[src/xrfpd_pkg.sv]
// Package for the X10 RF pulse-distance decoder: widths, config and result types,
// register indices and the byte bit-reversal helper.
// No dependencies.
`timescale 1ns / 1ps

package xrfpd_pkg;

    localparam int INTERVAL_W      = 16;
    localparam int CFG_DATA_W      = 16;
    localparam int CFG_INDEX_W     = 3;
    localparam int BUF_W           = 32;
    localparam int IDX_W           = $clog2(BUF_W);
    localparam int POS_W           = 6;
    localparam int BYTE_W          = 8;
    localparam int OUT_DATA_W      = 4 * BYTE_W;
    localparam int FRAME_BITS_DEF  = 32;

    localparam logic [BYTE_W-1:0] SEC_LOW_XOR  = 8'h0F;
    localparam logic [BYTE_W-1:0] SEC_HIGH_XOR = 8'hFF;

    localparam logic KIND_STANDARD = 1'b0;
    localparam logic KIND_SECURITY = 1'b1;

    typedef enum logic [CFG_INDEX_W-1:0] {
        REG_START_REPEAT_MIN = 3'd0,
        REG_START_FULL_MIN   = 3'd1,
        REG_START_MAX        = 3'd2,
        REG_ONE_MIN          = 3'd3,
        REG_ONE_MAX          = 3'd4,
        REG_ZERO_MIN         = 3'd5,
        REG_ZERO_MAX         = 3'd6
    } reg_index_t;

    typedef struct packed {
        logic [CFG_DATA_W-1:0] start_repeat_min;
        logic [CFG_DATA_W-1:0] start_full_min;
        logic [CFG_DATA_W-1:0] start_max;
        logic [CFG_DATA_W-1:0] one_min;
        logic [CFG_DATA_W-1:0] one_max;
        logic [CFG_DATA_W-1:0] zero_min;
        logic [CFG_DATA_W-1:0] zero_max;
    } cfg_t;

    typedef struct packed {
        logic              code_kind;
        logic [BYTE_W-1:0] byte_three;
        logic [BYTE_W-1:0] byte_two;
        logic [BYTE_W-1:0] byte_one;
        logic [BYTE_W-1:0] byte_zero;
    } result_t;

    function automatic logic [BYTE_W-1:0] flip8(input logic [BYTE_W-1:0] v);
        logic [BYTE_W-1:0] r;
        for (int i = 0; i < BYTE_W; i++) begin
            r[i] = v[BYTE_W-1-i];
        end
        return r;
    endfunction

endpackage

[src/xrfpd_cfg_regs.sv]
// Configuration register file for the pulse decoder: seven 16-bit timing-window bounds.
// Depends on xrfpd_pkg.
`timescale 1ns / 1ps

module xrfpd_cfg_regs (
    input  logic                               aclk,
    input  logic                               aresetn,
    input  logic                               cfg_valid,
    output logic                               cfg_ready,
    input  logic [xrfpd_pkg::CFG_INDEX_W-1:0]  cfg_index,
    input  logic [xrfpd_pkg::CFG_DATA_W-1:0]   cfg_data,
    output xrfpd_pkg::cfg_t                    cfg
);
    import xrfpd_pkg::*;

    cfg_t cfg_reg;

    assign cfg_ready = 1'b1;
    assign cfg      = cfg_reg;

    always_ff @(posedge aclk) begin
        if (!aresetn) begin
            cfg_reg <= '0;
        end else if (cfg_valid && cfg_ready) begin
            case (cfg_index)
                REG_START_REPEAT_MIN: cfg_reg.start_repeat_min <= cfg_data;
                REG_START_FULL_MIN:   cfg_reg.start_full_min   <= cfg_data;
                REG_START_MAX:        cfg_reg.start_max        <= cfg_data;
                REG_ONE_MIN:          cfg_reg.one_min          <= cfg_data;
                REG_ONE_MAX:          cfg_reg.one_max          <= cfg_data;
                REG_ZERO_MIN:         cfg_reg.zero_min         <= cfg_data;
                REG_ZERO_MAX:         cfg_reg.zero_max         <= cfg_data;
                default: begin
                    // unmapped index: write ignored
                end
            endcase
        end
    end

endmodule

[src/xrfpd_frame_core.sv]
// Input register, frame state (shift buffer and bit position) and single-pass
// window decode / frame classification. Depends on xrfpd_pkg.
`timescale 1ns / 1ps

module xrfpd_frame_core #(
    parameter int FRAME_BITS = xrfpd_pkg::FRAME_BITS_DEF
) (
    input  logic                               aclk,
    input  logic                               aresetn,
    input  logic                               s_tvalid,
    output logic                               s_tready,
    input  logic [xrfpd_pkg::INTERVAL_W-1:0]   s_tdata,
    input  xrfpd_pkg::cfg_t                    cfg,
    input  logic                               out_ready,
    output logic                               emit,
    output xrfpd_pkg::result_t                 result
);
    import xrfpd_pkg::*;

    logic                  in_valid_reg, in_valid_next;
    logic [INTERVAL_W-1:0] in_data_reg;
    logic [BUF_W-1:0]      buf_reg, buf_next;
    logic [POS_W-1:0]      pos_reg, pos_next;

    logic                  advance;
    logic                  start_hit, full_hit, one_hit, zero_hit;
    logic [IDX_W-1:0]      bit_idx;
    logic [BUF_W-1:0]      buf_set;
    logic [BYTE_W-1:0]     b0, b1, b2, b3;
    logic                  is_standard, is_security;

    assign advance  = in_valid_reg && out_ready;
    assign s_tready = !in_valid_reg || advance;

    assign start_hit = (in_data_reg >= cfg.start_repeat_min) && (in_data_reg <= cfg.start_max);
    assign full_hit  = in_data_reg >= cfg.start_full_min;
    assign one_hit   = (in_data_reg >= cfg.one_min) && (in_data_reg <= cfg.one_max);
    assign zero_hit  = (in_data_reg >= cfg.zero_min) && (in_data_reg <= cfg.zero_max);

    // bit positions are 1-based, LSB first
    assign bit_idx = IDX_W'(pos_reg - POS_W'(1));
    assign buf_set = one_hit ? (buf_reg | (BUF_W'(1) << bit_idx)) : buf_reg;

    assign b0 = flip8(buf_set[0*BYTE_W +: BYTE_W]);
    assign b1 = flip8(buf_set[1*BYTE_W +: BYTE_W]);
    assign b2 = flip8(buf_set[2*BYTE_W +: BYTE_W]);
    assign b3 = flip8(buf_set[3*BYTE_W +: BYTE_W]);

    assign is_standard = ((b1 & b0) == '0) && ((b3 & b2) == '0);
    assign is_security = ((b1 ^ b0) == SEC_LOW_XOR) && ((b3 ^ b2) == SEC_HIGH_XOR);

    always_comb begin
        result.code_kind  = is_standard ? KIND_STANDARD : KIND_SECURITY;
        result.byte_zero  = b0;
        result.byte_one   = b1;
        result.byte_two   = b2;
        result.byte_three = b3;
    end

    always_comb begin
        in_valid_next = in_valid_reg;
        if (s_tvalid && s_tready) begin
            in_valid_next = 1'b1;
        end else if (advance) begin
            in_valid_next = 1'b0;
        end
    end

    always_comb begin
        buf_next = buf_reg;
        pos_next = pos_reg;
        emit     = 1'b0;
        if (advance) begin
            if (start_hit) begin
                // a weak start clears the buffer but leaves the position alone
                buf_next = '0;
                if (full_hit) begin
                    pos_next = POS_W'(1);
                end
            end else if (pos_reg == '0) begin
                // idle: ignore
            end else if (pos_reg > POS_W'(BUF_W)) begin
                pos_next = '0;
            end else if (!one_hit && !zero_hit) begin
                pos_next = '0;
            end else if (pos_reg < POS_W'(FRAME_BITS)) begin
                buf_next = buf_set;
                pos_next = pos_reg + POS_W'(1);
            end else begin
                buf_next = buf_set;
                pos_next = '0;
                emit     = is_standard || is_security;
            end
        end
    end

    always_ff @(posedge aclk) begin
        if (!aresetn) begin
            in_valid_reg <= 1'b0;
            buf_reg      <= '0;
            pos_reg      <= '0;
        end else begin
            in_valid_reg <= in_valid_next;
            buf_reg      <= buf_next;
            pos_reg      <= pos_next;
        end
    end

    always_ff @(posedge aclk) begin
        if (s_tvalid && s_tready) begin
            in_data_reg <= s_tdata;
        end
    end

    a_pos_in_range: assert property (@(posedge aclk) disable iff (!aresetn)
        pos_reg <= POS_W'(FRAME_BITS))
        else $error("bit position beyond frame length");

    a_emit_goes_idle: assert property (@(posedge aclk) disable iff (!aresetn)
        emit |-> (pos_next == '0))
        else $error("result emitted without returning to idle");

    a_full_start_arms: assert property (@(posedge aclk) disable iff (!aresetn)
        (advance && start_hit && full_hit) |=> (pos_reg == POS_W'(1) && buf_reg == '0))
        else $error("full start burst did not arm a fresh frame");

    a_emit_needs_item: assert property (@(posedge aclk) disable iff (!aresetn)
        emit |-> (in_valid_reg && out_ready))
        else $error("result produced without an item in the input register");

endmodule

[src/xrfpd_out_reg.sv]
// Result register driving the master stream; takes a new result whenever it is
// empty or being drained. Depends on xrfpd_pkg.
`timescale 1ns / 1ps

module xrfpd_out_reg (
    input  logic                               aclk,
    input  logic                               aresetn,
    input  logic                               load,
    input  xrfpd_pkg::result_t                 load_data,
    output logic                               can_load,
    output logic                               m_tvalid,
    input  logic                               m_tready,
    output logic [xrfpd_pkg::OUT_DATA_W-1:0]   m_tdata,
    output logic                               m_tuser
);
    import xrfpd_pkg::*;

    logic    out_valid_reg;
    result_t out_data_reg;

    assign can_load = !out_valid_reg || m_tready;
    assign m_tvalid = out_valid_reg;
    assign m_tdata  = {out_data_reg.byte_three, out_data_reg.byte_two,
                       out_data_reg.byte_one, out_data_reg.byte_zero};
    assign m_tuser  = out_data_reg.code_kind;

    always_ff @(posedge aclk) begin
        if (!aresetn) begin
            out_valid_reg <= 1'b0;
        end else if (load) begin
            out_valid_reg <= 1'b1;
        end else if (m_tready) begin
            out_valid_reg <= 1'b0;
        end
    end

    always_ff @(posedge aclk) begin
        if (load) begin
            out_data_reg <= load_data;
        end
    end

endmodule

[src/x10_rf_pulse_decoder_unit.sv]
// X10 RF pulse-distance decoder, 32-bit frames: one edge interval per transfer in,
// one classified frame per transfer out. An interval passes the input register and the
// decode into the output register (m_tvalid); one interval per clock, set by the single
// decode stage, unless back-pressure on m_ stalls the input register and s_tready.
// Synchronous active-low reset clears the windows, the frame state and both valid flags.
// Depends on xrfpd_pkg, xrfpd_cfg_regs, xrfpd_frame_core, xrfpd_out_reg.
`timescale 1ns / 1ps

module x10_rf_pulse_decoder_unit #(
    parameter int FRAME_BITS = xrfpd_pkg::FRAME_BITS_DEF
) (
    input  logic                               aclk,
    input  logic                               aresetn,
    // s_tdata: [15:0] interval_us
    input  logic                               s_tvalid,
    output logic                               s_tready,
    input  logic [xrfpd_pkg::INTERVAL_W-1:0]   s_tdata,
    // m_tdata: [7:0] byte_zero, [15:8] byte_one, [23:16] byte_two, [31:24] byte_three
    // m_tuser: [0] code_kind
    output logic                               m_tvalid,
    input  logic                               m_tready,
    output logic [xrfpd_pkg::OUT_DATA_W-1:0]   m_tdata,
    output logic                               m_tuser,
    input  logic                               cfg_valid,
    output logic                               cfg_ready,
    input  logic [xrfpd_pkg::CFG_INDEX_W-1:0]  cfg_index,
    input  logic [xrfpd_pkg::CFG_DATA_W-1:0]   cfg_data
);
    import xrfpd_pkg::*;

    cfg_t    cfg;
    result_t result;
    logic    emit;
    logic    can_load;

    xrfpd_cfg_regs u_cfg_regs (
        .aclk      (aclk),
        .aresetn   (aresetn),
        .cfg_valid (cfg_valid),
        .cfg_ready (cfg_ready),
        .cfg_index (cfg_index),
        .cfg_data  (cfg_data),
        .cfg       (cfg)
    );

    xrfpd_frame_core #(
        .FRAME_BITS (FRAME_BITS)
    ) u_frame_core (
        .aclk      (aclk),
        .aresetn   (aresetn),
        .s_tvalid  (s_tvalid),
        .s_tready  (s_tready),
        .s_tdata   (s_tdata),
        .cfg       (cfg),
        .out_ready (can_load),
        .emit      (emit),
        .result    (result)
    );

    xrfpd_out_reg u_out_reg (
        .aclk      (aclk),
        .aresetn   (aresetn),
        .load      (emit),
        .load_data (result),
        .can_load  (can_load),
        .m_tvalid  (m_tvalid),
        .m_tready  (m_tready),
        .m_tdata   (m_tdata),
        .m_tuser   (m_tuser)
    );

endmodule
[config.mk]
export PLATFORM = sky130hd
export DESIGN_NAME = x10_rf_pulse_decoder_unit
export DESIGN_NICKNAME = d
export VERILOG_FILES = /design/src/xrfpd_pkg.sv /design/src/xrfpd_cfg_regs.sv /design/src/xrfpd_frame_core.sv /design/src/xrfpd_out_reg.sv /design/src/x10_rf_pulse_decoder_unit.sv
export SDC_FILE = /design/constraint.sdc
export NUM_CORES = 1
export LEC_CHECK = 0
export BUFFER_PORTS_ARGS = -buffer_cell sky130_fd_sc_hd__buf_2
export CAP_MARGIN = 20
export CORE_MARGIN = 2
export CORE_UTILIZATION = 45
export DETAILED_ROUTE_END_ITERATION = 12
export GPL_TIMING_DRIVEN = 0
export PLACE_DENSITY = 0.7
export SYNTH_ARGS = -nofsm -noshare
export SYNTH_HDL_FRONTEND = slang
export SYNTH_HIERARCHICAL = 1
export SYNTH_SLANG_ARGS = --single-unit
[constraint.sdc]
create_clock -name aclk -period 17.9 [get_ports aclk]
set_input_delay 0.895 -clock aclk [delete_from_list [all_inputs] [get_ports aclk]]
set_output_delay 0.895 -clock aclk [all_outputs]
set_load 0.02 [all_outputs]
==> out/metrics.yaml <==
placement:
  post_dp_cell_area_sq_um: 11490
  io_buffer_count: 74
  pre_cts_ws_ns: 11.94
  hpwl_microns: 18790
  dp.cells: 1504
  place_congestion: 0.8548
cells_and_area:
  multiInputGateArea_sq_um: 5530
  stdcell_count: 1546
  nFillCells: 2171
  final_cell_mix: "nand2_1, dfxtp_1, ha_1"
  nets: 1379
  mostFrequentLayoutCell: "nand2_1"
  num_antenna_cells: 0
  largest_reg_flops: 112
  area_growth_pct: 14.28
  final_area_sq_um: 12220
  regArea_sq_um: 4514
  drive_above_1_share: 0.1182
routing:
  ant_nets: 0
  first_pass_iters: 7
  initialDrtViolationCount: 445
  via_per_inst: 5.338
  drc: 0
  num_vias: 8253
  avgRoutedWirePerCell_microns: 16.74
  routed_wirelength_microns: 25880
run:
  drv_cap: 0
grt:
  grt_use_total: 0.2140
  antenna_found_initial: 0
  grt_max_degree: 17
  grt_first_pass_wirelength_microns: 41920
  grt-ovfl-total: 0
  grt_pass1_vias: 8206
pwr:
  power.switching_w: 0.0002654
  swShare: 0.2541
  max-vdd-ir-drop_mv: 0.07960
  power_density_nw_per_um2: 85.51
  p_seq_frac: 0.465
  clock_power_share: 0.431
  pwr-share-comb: 0.105
  power.internal_w: 0.0007793
  p_leak_nw: 5.345
clock_network:
  ctsHoldBuffers: 0
  post_cts_buffers: 0
  cts_sinks: 201
  worst_skew_pair.late_latency_ns: 0.52
  path_clk_slew_ns: 0.06
  cts_tree: "yes"
  clockBufferDepth: 3
  post_cts_resized: 0
  clockRootBuffer: "clkbuf_16"
  cts_buffers: 23
  cts.htree.levels: 1
synth:
  synth_edf_count: 49
  yosys-top-cells-area: "dfxtp_1, ha_1, edfxtp_1"
  synth_compound_area_frac: 0.1117
  synth_cell_types: 65
  yosys_warnings: 6
  synthMuxAreaShare: 0.1059
  synth.avg_cell_area_sq_um: 9.640
  syn-num-nets: 1277
  synth-adder-area-share: 0.1498
  ys_async_sr_fraction: 0
  synth_top_area_share: 0.2846
  synth_seq_area_share: 0.4223
  synthFlopType: "dfxtp_1"
  synth_top_family_by_area: "adder cells"
  synth_area_sq_um: 10690
  ys_ff_latch: 201
  synth_cells: 1109
  synth-simple-area-share: 0.1419
  yosys.area.top_type: "dfxtp_1"
  synth_xor_area_frac: 0.006554
sta:
  setup_tns_ns: 0
  worst_pin_slew_ns: 0.8893
  finalCritPeriodShare: 0.3337
  fmax_ghz: 0.1674
  grt_setup_unrepaired: "no"
  slew-limit-headroom: 0.4071
  finClkSkew_ns: 0.02171
  hold_violations: 0
  slew_viol_final: 0
  min_period_ns: 5.974
  fin_ws_ns: 11.93
  setup_viol: 0
die:
  dieWidth_microns: 158.1
  fp-row-count: 56
  dieHeight_microns: 158.1
  start_util: 0.4568
  die_area_sq_um: 25010
  io_pins: 76
  core-area_sq_um: 23400
critical_path:
  start_kind: "flip-flop"
  timing.rr.start: "u_frame_core/in_data_reg[14]"
  crit_required_ns: 18.11
  cp-endpoint: "u_out_reg/m_tdata[22]"
  reg2reg_depth: 18
  r2r_end: "u_out_reg/m_tdata[22]"
  arrival_ns: 6.18
  critPathKind: "reg -> reg"
  end_kind: "flip-flop"
  regToRegSetupSlack_ns: 11.93
  crit_fanout: 15
  startpoint: "u_frame_core/in_data_reg[14]"
worst_hold_path:
  hp-class: "reg -> reg"
run_status:
  status: "completed"
[worst min path at each step]
stage                                         from                        to  cells after the start
after CTS                       u_cfg_regs/cfg[89]        u_cfg_regs/cfg[89]                      2
final                           u_cfg_regs/cfg[89]        u_cfg_regs/cfg[89]                      2
after global placement     u_frame_core/buf_reg[5]   u_frame_core/buf_reg[5]                      2
after global routing            u_cfg_regs/cfg[89]        u_cfg_regs/cfg[89]                      2
after floorplan           u_frame_core/buf_reg[12]  u_frame_core/buf_reg[12]                      2
after detailed placement        u_cfg_regs/cfg[89]        u_cfg_regs/cfg[89]                      2
[logic make-up (layout without fill, tap and decap cells)]
family,after synthesis,in the layout
other,1,1
AOI/OAI and AO/OA,177,177
DFF,201,201
xor gates and xnor gates,8,8
muxes,113,113
buffers and inverters,160,278
and+or+nand+nor,321,321
adders and majority gates,128,128
[cells in the mapped netlist, types with 11 or more instances]
| cell | n |
|---|---|
| dfxtp_1 | 152 |
| nand4_1 | 21 |
| a31oi_1 | 14 |
| edfxtp_1 | 49 |
| mux2i_1 | 112 |
| clkbuf_1 | 22 |
| o21bai_1 | 22 |
| a22o_1 | 11 |
| ha_1 | 128 |
| nor2_1 | 48 |
| nand2_1 | 159 |
| nand3_1 | 21 |
| buf_2 | 15 |
| o21ai_0 | 22 |
| inv_1 | 118 |
| nor3_1 | 13 |
| a21o_1 | 24 |
| a21oi_1 | 48 |
[layer usage]
metal / share of wire / GRT usage / vias to the layer above / wire [microns]
li1: - / - / 4098 / -
met1: 0.45 / 0.2732 / 3886 / 11670
met2: 0.48 / 0.3737 / 210 / 12320
met3: 0.045 / 0.03011 / 59 / 1160
met4: 0.028 / 0.06778 / 0 / 726
met5: 0 / 0 / - / 0
[critical path, stage by stage, from the launching register on]
cell and delay (ns):
edfxtp_1 0.62, ha_1 0.43, nand4_1 0.29, nor4_1 0.38, a311o_1 0.27, nor3_2 0.08
nor3_2 0.21, buf_6 0.19, nand3_1 0.34, o21bai_1 0.36, ha_1 0.16, nand3_1 0.05
or4_1 0.56, a21oi_1 0.15, o311ai_1 0.12, a2111o_1 0.34, a2111oi_4 0.68, buf_6 0.25
buf_6 0.20
[cell type report]
cell class,count,area share
buffer,42,0.01762
clock inverter,8,0.006043
timing repair buffer,77,0.03257
tap,319,0.03267
sequential,201,0.3695
inverter,118,0.03626
clock buffer,33,0.05264
multi-input combinational,748,0.4527
[power by group through the flow]
stage | registers, W | clock network [W] | logic (W)
2_1_floorplan | 0.000489 | 0 | 0.0000746
3_3_place_gp | 0.000495 | 0 | 0.000103
3_5_place_dp | 0.000495 | 0 | 0.000107
4_1_cts | 0.000485 | 0.000457 | 0.000108
5_1_grt | 0.000487 | 0.000478 | 0.000123
6_report | 0.000486 | 0.000450 | 0.000109
[metrics by stage]
stage                 util  total power [W]  hold WS [ns]
floorplan                -        0.0005637        0.4310
global placement    0.4897        0.0005985        0.4417
detailed placement  0.4912        0.0006026        0.4487
CTS                 0.5218         0.001050        0.4574
global route        0.5220         0.001087        0.4721
finish              0.5220         0.001045        0.4552
(Power assumes the default switching activity.)
